### src/ddo_pkg.sv
// Shared types and constants for the differential-drive odometry core.
`default_nettype none
package ddo_pkg;

    typedef struct packed {
        logic [15:0]        start_word;
        logic signed [15:0] rpm_left;
        logic signed [15:0] rpm_right;
        logic [15:0]        battery_centivolts;
        logic [15:0]        board_temperature;
        logic [15:0]        current_left;
        logic [15:0]        current_right;
        logic [15:0]        frame_checksum;
        logic [19:0]        elapsed_us;
    } in_t;

    typedef struct packed {
        logic               frame_valid;
        logic               low_battery;
        logic signed [31:0] linear_velocity;
        logic signed [31:0] angular_velocity;
        logic signed [47:0] position_x;
        logic signed [47:0] position_y;
        logic [31:0]        heading;
    } out_t;

    localparam int MUL_AW = 56;
    localparam int MUL_BW = 32;
    localparam int MUL_PW = MUL_AW + MUL_BW;

    typedef struct packed {
        logic              start;
        logic [MUL_AW-1:0] a;
        logic [MUL_BW-1:0] b;
    } mul_req_t;

    localparam logic [2:0] REG_START_MARKER = 3'd0;
    localparam logic [2:0] REG_LINEAR_SCALE = 3'd1;
    localparam logic [2:0] REG_ANGULAR_SCALE = 3'd2;
    localparam logic [2:0] REG_LOW_VOLTAGE = 3'd3;
    localparam logic [2:0] REG_WARN_INTERVAL = 3'd4;

    localparam logic [31:0] HEAD_K = 32'd44798134;
    localparam logic [31:0] DIST_K = 32'd1099512;
    localparam logic signed [33:0] CORDIC_X0 = 34'sd652032874;
    localparam logic signed [33:0] ONE_Q30 = 34'sd1073741824;

    localparam logic [31:0] ATAN_BAM [32] = '{
        32'd536870912, 32'd316933406, 32'd167458907, 32'd85004756, 32'd42667331,
        32'd21354465, 32'd10679838, 32'd5340245, 32'd2670163, 32'd1335087,
        32'd667544, 32'd333772, 32'd166886, 32'd83443, 32'd41722, 32'd20861,
        32'd10430, 32'd5215, 32'd2608, 32'd1304, 32'd652, 32'd326, 32'd163,
        32'd81, 32'd41, 32'd20, 32'd10, 32'd5, 32'd3, 32'd1, 32'd1, 32'd0};

endpackage
`default_nettype wire

### src/diff_drive_feedback_odometry_core.sv
// Top level of the differential-drive odometry core: frame check, sequencer and pose state.
//
// Channel   Signals                          Direction
// config    cfg_write, cfg_index, cfg_data   in
// frame     in_valid, in_ready, in_data      in
// result    out_valid, out_ready, out_data   out
//
// A valid frame makes eight passes through the shared bit-serial 56 by 32 multiplier;
// an invalid frame skips the multiplier and goes straight to the result register.
// The CORDIC runs alongside the first multiplies; the position steps wait for its result.
// One request is in flight at a time; the next is taken once the result is registered.
// A stalled result holds in its output register while the next request is taken.
// Reset clears the pose, the time counters and the configuration to its defaults.
`default_nettype none
module diff_drive_feedback_odometry_core #(
    parameter int CORDIC_ITERATIONS = 16
) (
    input  wire logic           clk,
    input  wire logic           rst_n,
    input  wire logic           cfg_write,
    input  wire logic [2:0]     cfg_index,
    input  wire logic [31:0]    cfg_data,
    input  wire logic           in_valid,
    output logic                in_ready,
    input  wire ddo_pkg::in_t   in_data,
    output logic                out_valid,
    input  wire logic           out_ready,
    output ddo_pkg::out_t       out_data
);
    typedef enum logic [1:0] {S_IDLE, S_ISSUE, S_WAIT, S_DONE} state_t;

    localparam int PW = ddo_pkg::MUL_PW;
    localparam int AW = ddo_pkg::MUL_AW;

    state_t state_reg;
    logic [2:0]  step_reg;

    logic [15:0] start_marker_reg, low_voltage_reg;
    logic [31:0] linear_scale_reg, angular_scale_reg;
    logic [23:0] warn_interval_reg;

    logic signed [47:0] pose_x_reg, pose_y_reg;
    logic [31:0] pose_heading_reg;
    logic [23:0] tsv_reg, tsw_reg, dt_reg;

    logic        valid_reg, warn_reg;
    logic        d_neg_reg, s_neg_reg;
    logic [16:0] d_mag_reg, s_mag_reg;
    logic signed [31:0] lin_reg, ang_reg;
    logic [55:0] m_reg;
    logic [44:0] q_reg;
    logic        trig_ok_reg;
    logic signed [31:0] cos_reg, sin_reg;

    logic        out_valid_reg;
    ddo_pkg::out_t out_reg;

    logic        accept;
    logic [15:0] xsum;
    logic        frame_ok;
    logic [24:0] tsv_sum, tsw_sum;
    logic [23:0] tsv_sat, tsw_sat;
    logic        warn;
    logic signed [16:0] d_val, s_sum;

    ddo_pkg::mul_req_t mul_req;
    logic              mul_done;
    logic [PW-1:0]     prod;

    logic              cordic_start, cordic_done;
    logic signed [31:0] cos_w, sin_w;

    logic signed [50:0] vel_p, vel_s;
    logic signed [34:0] vel_sh;
    logic signed [31:0] vel_sat;
    logic        vel_neg;
    logic [31:0] lin_mag, ang_mag;
    logic        trig_neg;
    logic [47:0] dpos;
    logic [31:0] dh;

    assign accept = in_valid && in_ready;
    assign in_ready = (state_reg == S_IDLE);

    assign xsum = in_data.start_word ^ in_data.rpm_left ^ in_data.rpm_right
                ^ in_data.battery_centivolts ^ in_data.board_temperature
                ^ in_data.current_left ^ in_data.current_right;
    assign frame_ok = (in_data.start_word == start_marker_reg)
                   && (xsum == in_data.frame_checksum);
    assign tsv_sum = {1'b0, tsv_reg} + {5'd0, in_data.elapsed_us};
    assign tsw_sum = {1'b0, tsw_reg} + {5'd0, in_data.elapsed_us};
    assign tsv_sat = tsv_sum[24] ? 24'hFFFFFF : tsv_sum[23:0];
    assign tsw_sat = tsw_sum[24] ? 24'hFFFFFF : tsw_sum[23:0];
    assign warn = (tsw_sat > warn_interval_reg)
               && (in_data.battery_centivolts < low_voltage_reg);
    assign d_val = 17'(in_data.rpm_left) - 17'(in_data.rpm_right);
    assign s_sum = 17'(in_data.rpm_left) + 17'(in_data.rpm_right);

    assign cordic_start = accept && frame_ok;

    ddo_cordic #(.ITERATIONS(CORDIC_ITERATIONS)) u_cordic (
        .clk     (clk),
        .rst_n   (rst_n),
        .start   (cordic_start),
        .angle   (pose_heading_reg),
        .done    (cordic_done),
        .cos_out (cos_w),
        .sin_out (sin_w)
    );

    assign lin_mag = lin_reg[31] ? 32'(-lin_reg) : 32'(lin_reg);
    assign ang_mag = ang_reg[31] ? 32'(-ang_reg) : 32'(ang_reg);

    always_comb
    begin
        mul_req.start = (state_reg == S_ISSUE) && (step_reg < 3'd4 || trig_ok_reg);
        mul_req.a     = '0;
        mul_req.b     = '0;
        unique case (step_reg)
            3'd0:
            begin
                mul_req.a = AW'(d_mag_reg);
                mul_req.b = linear_scale_reg;
            end
            3'd1:
            begin
                mul_req.a = AW'(s_mag_reg);
                mul_req.b = angular_scale_reg;
            end
            3'd2:
            begin
                mul_req.a = AW'(lin_mag);
                mul_req.b = {8'd0, dt_reg};
            end
            3'd3:
            begin
                mul_req.a = m_reg;
                mul_req.b = ddo_pkg::DIST_K;
            end
            3'd4:
            begin
                mul_req.a = AW'(q_reg);
                mul_req.b = cos_reg[31] ? 32'(-cos_reg) : 32'(cos_reg);
            end
            3'd5:
            begin
                mul_req.a = AW'(q_reg);
                mul_req.b = sin_reg[31] ? 32'(-sin_reg) : 32'(sin_reg);
            end
            3'd6:
            begin
                mul_req.a = AW'(ang_mag);
                mul_req.b = {8'd0, dt_reg};
            end
            3'd7:
            begin
                mul_req.a = m_reg;
                mul_req.b = ddo_pkg::HEAD_K;
            end
            default:
            begin
                mul_req.a = '0;
                mul_req.b = '0;
            end
        endcase
    end

    ddo_mul u_mul (
        .clk     (clk),
        .rst_n   (rst_n),
        .req     (mul_req),
        .done    (mul_done),
        .product (prod)
    );

    always_comb
    begin
        vel_neg  = (step_reg == 3'd0) ? d_neg_reg : s_neg_reg;
        vel_p    = {1'b0, prod[49:0]};
        vel_s    = vel_neg ? -vel_p : vel_p;
        vel_sh   = 35'(vel_s >>> 16);
        if (vel_sh > 35'sd2147483647)
            vel_sat = 32'sh7FFFFFFF;
        else if (vel_sh < -35'sd2147483648)
            vel_sat = 32'sh80000000;
        else
            vel_sat = 32'(vel_sh);
        trig_neg = lin_reg[31] ^ ((step_reg == 3'd4) ? cos_reg[31] : sin_reg[31]);
        dpos     = trig_neg ? -prod[77:30] : prod[77:30];
        dh       = ang_reg[31] ? -prod[63:32] : prod[63:32];
    end

    always_ff @(posedge clk or negedge rst_n)
    begin
        if (!rst_n)
        begin
            state_reg         <= S_IDLE;
            step_reg          <= '0;
            start_marker_reg  <= 16'hABCD;
            linear_scale_reg  <= 32'd17895697;
            angular_scale_reg <= 32'd89478485;
            low_voltage_reg   <= 16'd3500;
            warn_interval_reg <= 24'd1000000;
            pose_x_reg        <= '0;
            pose_y_reg        <= '0;
            pose_heading_reg  <= '0;
            tsv_reg           <= '0;
            tsw_reg           <= '0;
            trig_ok_reg       <= 1'b0;
            out_valid_reg     <= 1'b0;
        end
        else
        begin
            if (cfg_write)
            begin
                unique case (cfg_index)
                    ddo_pkg::REG_START_MARKER:  start_marker_reg  <= cfg_data[15:0];
                    ddo_pkg::REG_LINEAR_SCALE:  linear_scale_reg  <= cfg_data;
                    ddo_pkg::REG_ANGULAR_SCALE: angular_scale_reg <= cfg_data;
                    ddo_pkg::REG_LOW_VOLTAGE:   low_voltage_reg   <= cfg_data[15:0];
                    ddo_pkg::REG_WARN_INTERVAL: warn_interval_reg <= cfg_data[23:0];
                    default: ;
                endcase
            end
            if (out_valid_reg && out_ready && state_reg != S_DONE)
                out_valid_reg <= 1'b0;
            if (cordic_done)
                trig_ok_reg <= 1'b1;
            unique case (state_reg)
                S_IDLE:
                begin
                    if (accept)
                    begin
                        trig_ok_reg <= 1'b0;
                        step_reg    <= '0;
                        if (frame_ok)
                        begin
                            tsv_reg   <= '0;
                            tsw_reg   <= warn ? 24'd0 : tsw_sat;
                            state_reg <= S_ISSUE;
                        end
                        else
                        begin
                            tsv_reg   <= tsv_sat;
                            tsw_reg   <= tsw_sat;
                            state_reg <= S_DONE;
                        end
                    end
                end
                S_ISSUE:
                begin
                    if (mul_req.start)
                        state_reg <= S_WAIT;
                end
                S_WAIT:
                begin
                    if (mul_done)
                    begin
                        unique case (step_reg)
                            3'd4: pose_x_reg <= pose_x_reg + $signed(dpos);
                            3'd5: pose_y_reg <= pose_y_reg + $signed(dpos);
                            3'd7: pose_heading_reg <= pose_heading_reg + dh;
                            default: ;
                        endcase
                        step_reg  <= step_reg + 1'b1;
                        state_reg <= (step_reg == 3'd7) ? S_DONE : S_ISSUE;
                    end
                end
                S_DONE:
                begin
                    if (!out_valid_reg || out_ready)
                    begin
                        out_valid_reg <= 1'b1;
                        state_reg     <= S_IDLE;
                    end
                end
                default: state_reg <= S_IDLE;
            endcase
        end
    end

    always_ff @(posedge clk)
    begin
        if (accept)
        begin
            valid_reg <= frame_ok;
            warn_reg  <= frame_ok && warn;
            dt_reg    <= tsv_sat;
            d_neg_reg <= d_val[16];
            d_mag_reg <= d_val[16] ? 17'(-d_val) : 17'(d_val);
            s_neg_reg <= !s_sum[16] && (s_sum != 17'sd0);
            s_mag_reg <= s_sum[16] ? 17'(-s_sum) : 17'(s_sum);
            lin_reg   <= '0;
            ang_reg   <= '0;
        end
        if (cordic_done)
        begin
            cos_reg <= cos_w;
            sin_reg <= sin_w;
        end
        if (state_reg == S_WAIT && mul_done)
        begin
            unique case (step_reg)
                3'd0: lin_reg <= vel_sat;
                3'd1: ang_reg <= vel_sat;
                3'd2: m_reg <= prod[55:0];
                3'd3: q_reg <= prod[76:32];
                3'd6: m_reg <= prod[55:0];
                default: ;
            endcase
        end
        if (state_reg == S_DONE && (!out_valid_reg || out_ready))
        begin
            out_reg.frame_valid      <= valid_reg;
            out_reg.low_battery      <= warn_reg;
            out_reg.linear_velocity  <= lin_reg;
            out_reg.angular_velocity <= ang_reg;
            out_reg.position_x       <= pose_x_reg;
            out_reg.position_y       <= pose_y_reg;
            out_reg.heading          <= pose_heading_reg;
        end
    end

    assign out_valid = out_valid_reg;
    assign out_data  = out_reg;

`ifndef SYNTHESIS
    a_busy_after_accept: assert property (@(posedge clk) disable iff (!rst_n)
        (in_valid && in_ready) |=> !in_ready)
        else $error("request accepted while a previous one was still in work");
    a_warn_needs_valid: assert property (@(posedge clk) disable iff (!rst_n)
        out_valid |-> (out_data.frame_valid || !out_data.low_battery))
        else $error("low battery warning on an invalid frame");
    a_invalid_zero_speed: assert property (@(posedge clk) disable iff (!rst_n)
        (out_valid && !out_data.frame_valid)
            |-> (out_data.linear_velocity == 32'sd0 && out_data.angular_velocity == 32'sd0))
        else $error("nonzero speed reported for an invalid frame");
    a_trig_before_use: assert property (@(posedge clk) disable iff (!rst_n)
        (state_reg == S_WAIT && step_reg == 3'd3 && mul_done) |-> (trig_ok_reg || cordic_done))
        else $error("cosine and sine not ready when the position update begins");
`endif
endmodule
`default_nettype wire

### src/ddo_mul.sv
// Shift-and-add unsigned multiplier that retires one multiplier bit per cycle.
`default_nettype none
module ddo_mul (
    input  wire logic                    clk,
    input  wire logic                    rst_n,
    input  wire ddo_pkg::mul_req_t       req,
    output logic                         done,
    output logic [ddo_pkg::MUL_PW-1:0]   product
);
    localparam int AW = ddo_pkg::MUL_AW;
    localparam int BW = ddo_pkg::MUL_BW;
    localparam int CW = $clog2(BW);

    logic [AW-1:0] a_reg;
    logic [AW-1:0] hi_reg;
    logic [BW-1:0] lo_reg;
    logic [CW-1:0] cnt_reg;
    logic          busy_reg;
    logic          done_reg;
    logic [AW:0]   sum;

    assign sum = {1'b0, hi_reg} + (lo_reg[0] ? {1'b0, a_reg} : {(AW+1){1'b0}});

    always_ff @(posedge clk or negedge rst_n)
    begin
        if (!rst_n)
        begin
            busy_reg <= 1'b0;
            done_reg <= 1'b0;
            cnt_reg  <= '0;
        end
        else
        begin
            done_reg <= 1'b0;
            if (req.start)
            begin
                busy_reg <= 1'b1;
                cnt_reg  <= '0;
            end
            else if (busy_reg)
            begin
                cnt_reg <= cnt_reg + 1'b1;
                if (cnt_reg == CW'(BW - 1))
                begin
                    busy_reg <= 1'b0;
                    done_reg <= 1'b1;
                end
            end
        end
    end

    always_ff @(posedge clk)
    begin
        if (req.start)
        begin
            a_reg  <= req.a;
            hi_reg <= '0;
            lo_reg <= req.b;
        end
        else if (busy_reg)
        begin
            hi_reg <= sum[AW:1];
            lo_reg <= {sum[0], lo_reg[BW-1:1]};
        end
    end

    assign done    = done_reg;
    assign product = {hi_reg, lo_reg};
endmodule
`default_nettype wire

### src/ddo_cordic.sv
// Iterative CORDIC that returns clamped Q2.30 cosine and sine of a binary angle.
`default_nettype none
module ddo_cordic #(
    parameter int ITERATIONS = 16
) (
    input  wire logic               clk,
    input  wire logic               rst_n,
    input  wire logic               start,
    input  wire logic [31:0]        angle,
    output logic                    done,
    output logic signed [31:0]      cos_out,
    output logic signed [31:0]      sin_out
);
    localparam int CW = $clog2(ITERATIONS + 1);
    localparam logic signed [33:0] ONE_Q30_C = ddo_pkg::ONE_Q30;

    logic signed [33:0] x_reg, y_reg, z_reg;
    logic               flip_reg;
    logic               busy_reg;
    logic               done_reg;
    logic [CW-1:0]      cnt_reg;
    logic signed [31:0] cos_reg, sin_reg;

    logic signed [33:0] z_init, z_fold, xs, ys, at, xf, yf, xc, yc;
    logic               fold;
    logic [4:0]         idx;

    always_comb
    begin
        z_init = {{2{angle[31]}}, angle};
        fold   = 1'b0;
        z_fold = z_init;
        if (z_init > ONE_Q30_C)
        begin
            z_fold = z_init - (ONE_Q30_C <<< 1);
            fold   = 1'b1;
        end
        else if (z_init < -ONE_Q30_C)
        begin
            z_fold = z_init + (ONE_Q30_C <<< 1);
            fold   = 1'b1;
        end
        idx = 5'(cnt_reg);
        xs  = x_reg >>> idx;
        ys  = y_reg >>> idx;
        at  = {2'b00, ddo_pkg::ATAN_BAM[idx]};
        xf  = flip_reg ? -x_reg : x_reg;
        yf  = flip_reg ? -y_reg : y_reg;
        xc  = (xf > ONE_Q30_C) ? ONE_Q30_C : ((xf < -ONE_Q30_C) ? -ONE_Q30_C : xf);
        yc  = (yf > ONE_Q30_C) ? ONE_Q30_C : ((yf < -ONE_Q30_C) ? -ONE_Q30_C : yf);
    end

    always_ff @(posedge clk or negedge rst_n)
    begin
        if (!rst_n)
        begin
            busy_reg <= 1'b0;
            done_reg <= 1'b0;
            cnt_reg  <= '0;
        end
        else
        begin
            done_reg <= 1'b0;
            if (start)
            begin
                busy_reg <= 1'b1;
                cnt_reg  <= '0;
            end
            else if (busy_reg)
            begin
                if (cnt_reg == CW'(ITERATIONS))
                begin
                    busy_reg <= 1'b0;
                    done_reg <= 1'b1;
                end
                else
                begin
                    cnt_reg <= cnt_reg + 1'b1;
                end
            end
        end
    end

    always_ff @(posedge clk)
    begin
        if (start)
        begin
            x_reg    <= ddo_pkg::CORDIC_X0;
            y_reg    <= '0;
            z_reg    <= z_fold;
            flip_reg <= fold;
        end
        else if (busy_reg)
        begin
            if (cnt_reg == CW'(ITERATIONS))
            begin
                cos_reg <= 32'(xc);
                sin_reg <= 32'(yc);
            end
            else if (z_reg >= 0)
            begin
                x_reg <= x_reg - ys;
                y_reg <= y_reg + xs;
                z_reg <= z_reg - at;
            end
            else
            begin
                x_reg <= x_reg + ys;
                y_reg <= y_reg - xs;
                z_reg <= z_reg + at;
            end
        end
    end

    assign done    = done_reg;
    assign cos_out = cos_reg;
    assign sin_out = sin_reg;
endmodule
`default_nettype wire

### config.mk
export PLATFORM = sky130hd
export DESIGN_NAME = diff_drive_feedback_odometry_core
export DESIGN_NICKNAME = d
export VERILOG_FILES = /design/src/ddo_pkg.sv /design/src/diff_drive_feedback_odometry_core.sv /design/src/ddo_mul.sv /design/src/ddo_cordic.sv
export SDC_FILE = /design/constraint.sdc
export NUM_CORES = 2
export LEC_CHECK = 0
export BUFFER_PORTS_ARGS = -buffer_cell sky130_fd_sc_hd__buf_4
export CAP_MARGIN = 10
export CORE_UTILIZATION = 45
export CTS_BUF_LIST = sky130_fd_sc_hd__clkbuf_16
export DETAILED_ROUTE_END_ITERATION = 10
export HOLD_SLACK_MARGIN = 0.08
export PLACE_DENSITY = 0.6
export REMOVE_ABC_BUFFERS = 1
export SKIP_CTS_REPAIR_TIMING = 1
export SYNTH_ARGS = -nofsm -noshare
export SYNTH_HDL_FRONTEND = slang
export SYNTH_SLANG_ARGS = --single-unit
### constraint.sdc
create_clock -name clk -period 10.9 [get_ports clk]
set_input_delay 2.18 -clock clk [delete_from_list [all_inputs] [get_ports clk]]
set_output_delay 2.18 -clock clk [all_outputs]
set_load 0.05 [all_outputs]
-- Yosys cells after proc, flatten, opt, wreduce, memory -nomap -nowiden
Memories as Yosys holds them, arrays and structs flattened.
Index checks and enable logic that the tools add are counted.
- register bits after elaboration: 1113
- input port bits: 188
- bits in read-only memories: 1024
- word-level logic and storage cells: 250
- memories: 1
- output and inout bits: 196
- memories (name ; depth ; bits a word ; rd ports ; clocked after Yosys merged registers in ; wr ports ; RTL line ; RTL):
    (no name shown) ; 32 ; 32 ; 1 ; 0 ; 0 ; ddo_cordic.sv:46 ; at = {2'b00, ddo_pkg::ATAN_BAM[idx]};
- shifts and indexed selects: 2
- equality and inequality tests: 24
- muxes and demuxes: 76
- bitwise gates (word level): 10
- reductions and logical operators: 41
- add/sub/neg operators: 30
- magnitude comparators: 13
- operator list (operator ; count):
    one-hot mux 88 bit (8 select lines) ; 1
    two-way mux 32 bit ; 19
    two-way mux 34 bit ; 10
    negator 32 bit ; 5
    two-way mux 24 bit ; 5
    adder 48 bit ; 2
    bitwise XOR 16 bit ; 6
    adder 34 bit ; 2
    greater-than comparator 34 x 32 -> 1 bit, second input constant ; 2
    less-than comparator 34 x 31 -> 1 bit, second input constant ; 2
    negator 34 bit ; 2
    >>> shifter 34 x 5 -> 34 bit ; 2
    subtractor 34 bit ; 2
    adder 56 x 57 -> 57 bit ; 1
    two-way mux 56 bit ; 1
    two-way mux 51 bit ; 1
    negator 50 -> 51 bit ; 1
    adder 24 x 20 -> 25 bit ; 2
    two-way mux 48 bit ; 1
    negator 48 bit ; 1
    greater-than comparator 35 x 32 -> 1 bit, second input constant ; 1
    less-than comparator 35 x 32 -> 1 bit, second input constant ; 1
    adder 32 x 33 -> 34 bit, second input constant ; 1
    adder 34 x 33 -> 34 bit ; 1
    other kinds (45) ; 124

-- Longest topological paths before layout
- depth in word-level cells: 11
- depth in mapped cells: 32
- gate-level depth less buffers: 26

-- Hierarchy
Synthesis repeated with hierarchy kept, for this count alone.
- cell total of the unflattened synthesis: 7963
- area total of the unflattened synthesis: 75996.6 sq um
- modules (own cells, without submodules) (module ; cells each ; times used ; seq. area each (sq um) ; area an instance (sq um)):
    diff_drive_feedback_odometry_core ; 4441 ; 1 ; 21531.9 ; 45767.6
    ddo_cordic ; 2686 ; 1 ; 4509.3 ; 21501.9
    ddo_mul ; 836 ; 1 ; 3938.8 ; 8727.1

-- Worst setup path before layout
OpenSTA, ideal clock, no wires.
- path type: input port to flip-flop
- from: in out_ready
- to: reg out_reg (netlist bit out_data[0]), enable pin
- setup time: 0.751 ns
- stages on the path: 2
- arrival time: 10.281 ns
- data required time: 10.149 ns
- buffers on the path: 0
- path slack: -0.132 ns
- cells stage by stage: nor2b_1 nor2_1
- cells in the longest elaborated chain, start to end: 2
- ends and longest elaborated chain (item ; RTL line ; RTL):
    start, declared ; diff_drive_feedback_odometry_core.sv:27 ; input wire logic out_ready,
    logical OR 1 bit ; diff_drive_feedback_odometry_core.sv:312 ; if (state_reg == S_DONE && (!out_valid_reg || out_ready))
    logical AND 1 bit ; diff_drive_feedback_odometry_core.sv:312 ;
    end, declared ; diff_drive_feedback_odometry_core.sv:56 ; ddo_pkg::out_t out_reg;
No other way between the ends.
A chain may end at the register's enable or synchronous reset.

-- Worst setup path after layout
- from: reg u_cordic.cnt_reg[2]
- to: reg u_cordic.x_reg[33]
- cells in the longest elaborated chain, start to end: 3
- elaborated cells on any way between the ends: 7
- those cells by class: 2 x add/sub; 1 x eq/ne; 1 x shift; 1 x mux; 1 x bitwise; 1 x reduce/logical
- ends and longest elaborated chain (item ; RTL line ; RTL):
    start, declared ; ddo_cordic.sv:21 ; logic [CW-1:0] cnt_reg;
    start signal, assigned ; ddo_cordic.sv:78 ; cnt_reg <= cnt_reg + 1'b1;
    >>> shifter 34 x 5 -> 34 bit or == test 5 bit (tied branches) ; ddo_cordic.sv:45, ddo_cordic.sv:95 ;
    adder 34 bit, or another cell as far along ; ddo_cordic.sv:108 ; x_reg <= x_reg + ys;
    two-way mux 34 bit or AND reduction 2 bit (tied branches) ; - ;
    end signal, assigned ; ddo_cordic.sv:88 ; x_reg <= ddo_pkg::CORDIC_X0;
    end signal, assigned ; ddo_cordic.sv:102 ; x_reg <= x_reg - ys;
    end signal, assigned ; ddo_cordic.sv:108 ;
    end, declared ; ddo_cordic.sv:17 ; logic signed [33:0] x_reg, y_reg, z_reg;
Parallel ways exist; a longest one is shown, timed or not.

==> flow_metrics.tcl <==
set metrics [dict create \
    status "completed" \
    tritoncts "built" \
    floorplan.initialDensity_pct 45.5 \
    critical_path.startpoint_type "register" \
    cap_violations 0 \
    timing.final.hold_violations 0 \
    cts_root_buf "sky130_fd_sc_hd__clkbuf_16" \
    synth_mux_area_share_pct 6.49 \
    synth_xor_area_share_pct 9.73 \
    avgSynthCellArea_um2 9.59 \
    global_route.overflow_total 0 \
    area.growth.synth_to_final_pct 12.1 \
    critPathMaxFanout 59 \
    p_switching_mw 6.98 \
    crit_path_end_kind "register" \
    io-pin-count 384 \
    netlist_area_pre_place_um2 74400 \
    globalRoute.busiestLayer "met2" \
    drt_pre_antenna_iters 7 \
    synth_commonest_cells "sky130_fd_sc_hd__nand2_1 (841), sky130_fd_sc_hd__o21ai_0 (622), sky130_fd_sc_hd__edfxtp_1 (607)" \
    layout.filler_cells 15000 \
    setup_violations 0 \
    grt_antenna_before_repair 4 \
    grt.met2_usage_pct 46.2 \
    synth_flop_cell "sky130_fd_sc_hd__edfxtp_1" \
    async_set_reset_flop_share_out_of_synthesis_pct 28.5 \
    cp_data_required_time_ns 11.59 \
    cts.path.max_buffers 3 \
    fp.dieW_um 409 \
    detail_route.wirelength_mm 248 \
    finalMaxSlewViolations 0 \
    worst_path_max_delay_cell "sky130_fd_sc_hd__dfrtp_4" \
    port-buffer-count 383 \
    hpwl_mm 186 \
    worstHoldPathCells 0 \
    synth_top_area_cell "sky130_fd_sc_hd__edfxtp_1" \
    tightest_slew_ns 1.16 \
    cts_htree_levels 3 \
    synthAdderAreaFrac_pct 7.43 \
    power.combinational.fraction_pct 40.5 \
    timing.clock.skew_ns 0.0840 \
    netlist_top_cells_area "sky130_fd_sc_hd__edfxtp_1 (24%), sky130_fd_sc_hd__dfrtp_1 (9.1%), sky130_fd_sc_hd__ha_1 (7.1%), sky130_fd_sc_hd__xnor2_1 (6.2%), sky130_fd_sc_hd__dfxtp_1 (5.1%)" \
    count_leader_synth "sky130_fd_sc_hd__nand2_1" \
    timing.final.crit_share_pct 72.5 \
    min-delay-path-class "reg -> reg" \
    dominant_combinational_cell_family_by_area_after_synthesis "compound AO/OA/AOI/OAI gates" \
    gr-usage-all-layers_pct 28.8 \
    routed_wirelength_normalized_by_instance_count_um 24.2 \
    share_clk_of_total_power_pct 25.1 \
    critical-path-max-stage-delay_ns 0.85 \
    cellInternalPower_mw 10.3 \
    tritoncts.num_buffers 120 \
    global_route.usage.met3_pct 4.11 \
    core_area_um2 164000 \
    dpl-instance-area_um2 79200 \
    synth_compound_gate_area_share_pct 18.3 \
    period_minus_slack_ns 7.90 \
    number_of_flip_flops_in_the_largest_register 194 \
    detail_route.drc_violations 0 \
    area_share_of_and_or_nand_nor_cells_after_synthesis_pct 14.2 \
    clock-sinks 1112 \
    vias_in_the_first_global_route 58300 \
    worst-setup-path-type "reg -> reg" \
    swShare_pct 40.4 \
    regArea_um2 30000 \
    ys.warnings.count 0 \
    grt_first_pass_wirelength_mm 370 \
    viasPerCell 6.03 \
    antennaDiodeCount 0 \
    grt_start_max_net_pins 122 \
    layout-drive-gt1-share_pct 13.1 \
    multiInputGateArea_um2 41900 \
    first_iteration_detailed_routing_drc_count 6260 \
    floorplan.rows 148 \
    synth_sequential_area_ratio_pct 40.3 \
    route.vias.total 61700 \
    finalWeightedCongestion 0.980 \
    r2r_cells 24 \
    synth_top_area_share_pct 24.5 \
    synth_enable_flop_cells 607 \
    vdd_drop_max_uv 168 \
    grt_setup_unrepaired "false" \
    fin_area_um2 83400 \
    crit_chain "buf_4 -> mux4_2 -> and2_1 -> a31oi_1 -> o221ai_1 -> and4bb_1 -> nand4_1 -> nor4_1 -> o2111a_1 -> nor2_1 -> xnor2_1 -> ha_1 -> and4_1 -> and3_1 -> nand3_1 -> nor2_1 -> a211oi_1 -> a21boi_0 -> o31a_1 -> o41ai_1 -> o21ai_0 -> xor2_1 -> or3_1 -> a21oi_1" \
    power.density_cell_area_nw_per_um2 207 \
    die_footprint_um2 167000 \
    nets 8569 \
    cp_data_arrival_time_ns 8.59 \
    final_core_utilization_pct 51.0 \
    maxSlewHeadroom_pct 22.4 \
    clk_latency_ns 0.77 \
    grt_util_met1_pct 40.1 \
    synth_cell_types 108 \
    postSynthCellCount 7756 \
    reg_clk_slew_reported_paths_ns 0.06 \
    cellLeakagePower_nw 34.0 \
    path_common_cell "sky130_fd_sc_hd__nor2_1" \
    postSynthRegisterBits 1112 \
    dieHeight_um 409 \
    final_antenna_net_count 0 \
    max_clk_rate_mhz 127 \
    power.sequential.fraction_pct 34.5 \
]
==> cell type report <==
class,instances,area share [%]
multi-input combinational,5982,50.2
sequential,1112,36.0
timing repair buffer,492,4.45
clock buffer,121,3.63
tap,2175,3.26
clock inverter,109,1.39
inverter,238,1.07
==> cell usage in the layout, fill, tap and decap left out, drive strengths merged, types with 188 or more instances in the layout <==
| master | netlist | final |
|---|---|---|
| ha | 424 | 424 |
| o21ai | 640 | 640 |
| dfrtp | 272 | 272 |
| a21o | 192 | 192 |
| xnor2 | 525 | 525 |
| dfxtp | 188 | 188 |
| inv | 235 | 263 |
| nor2 | 553 | 553 |
| edfxtp | 607 | 607 |
| xor2 | 302 | 302 |
| a21oi | 459 | 459 |
| nand2 | 841 | 841 |
| buf | 86 | 492 |
==> kinds of logic (layout without fill, tap and decap cells) <==
| group | after synthesis | in the layout |
|---|---|---|
| compound gates | 2118 | 2118 |
| flops | 1112 | 1112 |
| fa+ha+maj | 435 | 435 |
| xor+xnor | 827 | 827 |
| mux | 351 | 351 |
| simple gates | 2251 | 2251 |
| buf+inv | 662 | 960 |
==> critical path, delay by kind of cell (launching register included) <==
family	cells	cell delay, ns
buffers and inverters	1	0.72
DFF	1	0.85
muxes	1	0.58
xor gates and xnor gates	2	0.33
and+or+nand+nor	10	2.32
AOI/OAI and AO/OA	9	2.61
adders and majority gates	1	0.37
==> per-layer routing <==
layer	share of wire (%)	routed length [um]	vias up
li1	-	-	28800
met1	44	109000	30200
met2	46	113000	2319
met3	6.9	17100	429
met4	3.3	8090	4
met5	0.010	25	-
==> power groups by stage <==
stage	registers [mW]	logic, mW	clock network (mW)
after floorplan	6.20	4.33	0
after global placement	5.99	6.81	0
after detailed placement	6.00	6.88	0
after CTS	5.92	6.91	4.41
after global routing	5.99	7.59	4.56
final	5.94	6.98	4.33
==> metrics by stage <==
step | worst slack [ns] | hold slack (ns) | setup TNS (ns) | total power, mW | cells
2_1_floorplan | -0.299 | 0.400 | -51.69 | 10.5 | 7332
3_3_place_gp | 2.64 | 0.401 | 0 | 12.8 | 9998
3_5_place_dp | 2.58 | 0.405 | 0 | 12.9 | 9998
4_1_cts | 3.12 | 0.359 | 0 | 17.2 | 10200
5_1_grt | 2.51 | 0.366 | 0 | 18.1 | 10200
6_report | 3.00 | 0.368 | 0 | 17.2 | 10200
==> final timing paths <==
| path | end | start | slack (ns) |
|---|---|---|---|
| min in group asynchronous | pose_y_reg[1] | rst_n | 1.49 |
| min reg2reg | cos_reg[23] | u_cordic.cos_out[23] | 0.37 |
| max reg2reg | u_cordic.x_reg[33] | u_cordic.cnt_reg[2] | 3.00 |
| min | cos_reg[23] | u_cordic.cos_out[23] | 0.37 |
| max | u_cordic.x_reg[33] | u_cordic.cnt_reg[2] | 3.00 |
| max in group asynchronous | angular_scale_reg[31] | rst_n | 7.15 |
No activity file was read; power rests on OpenSTA's default activity.
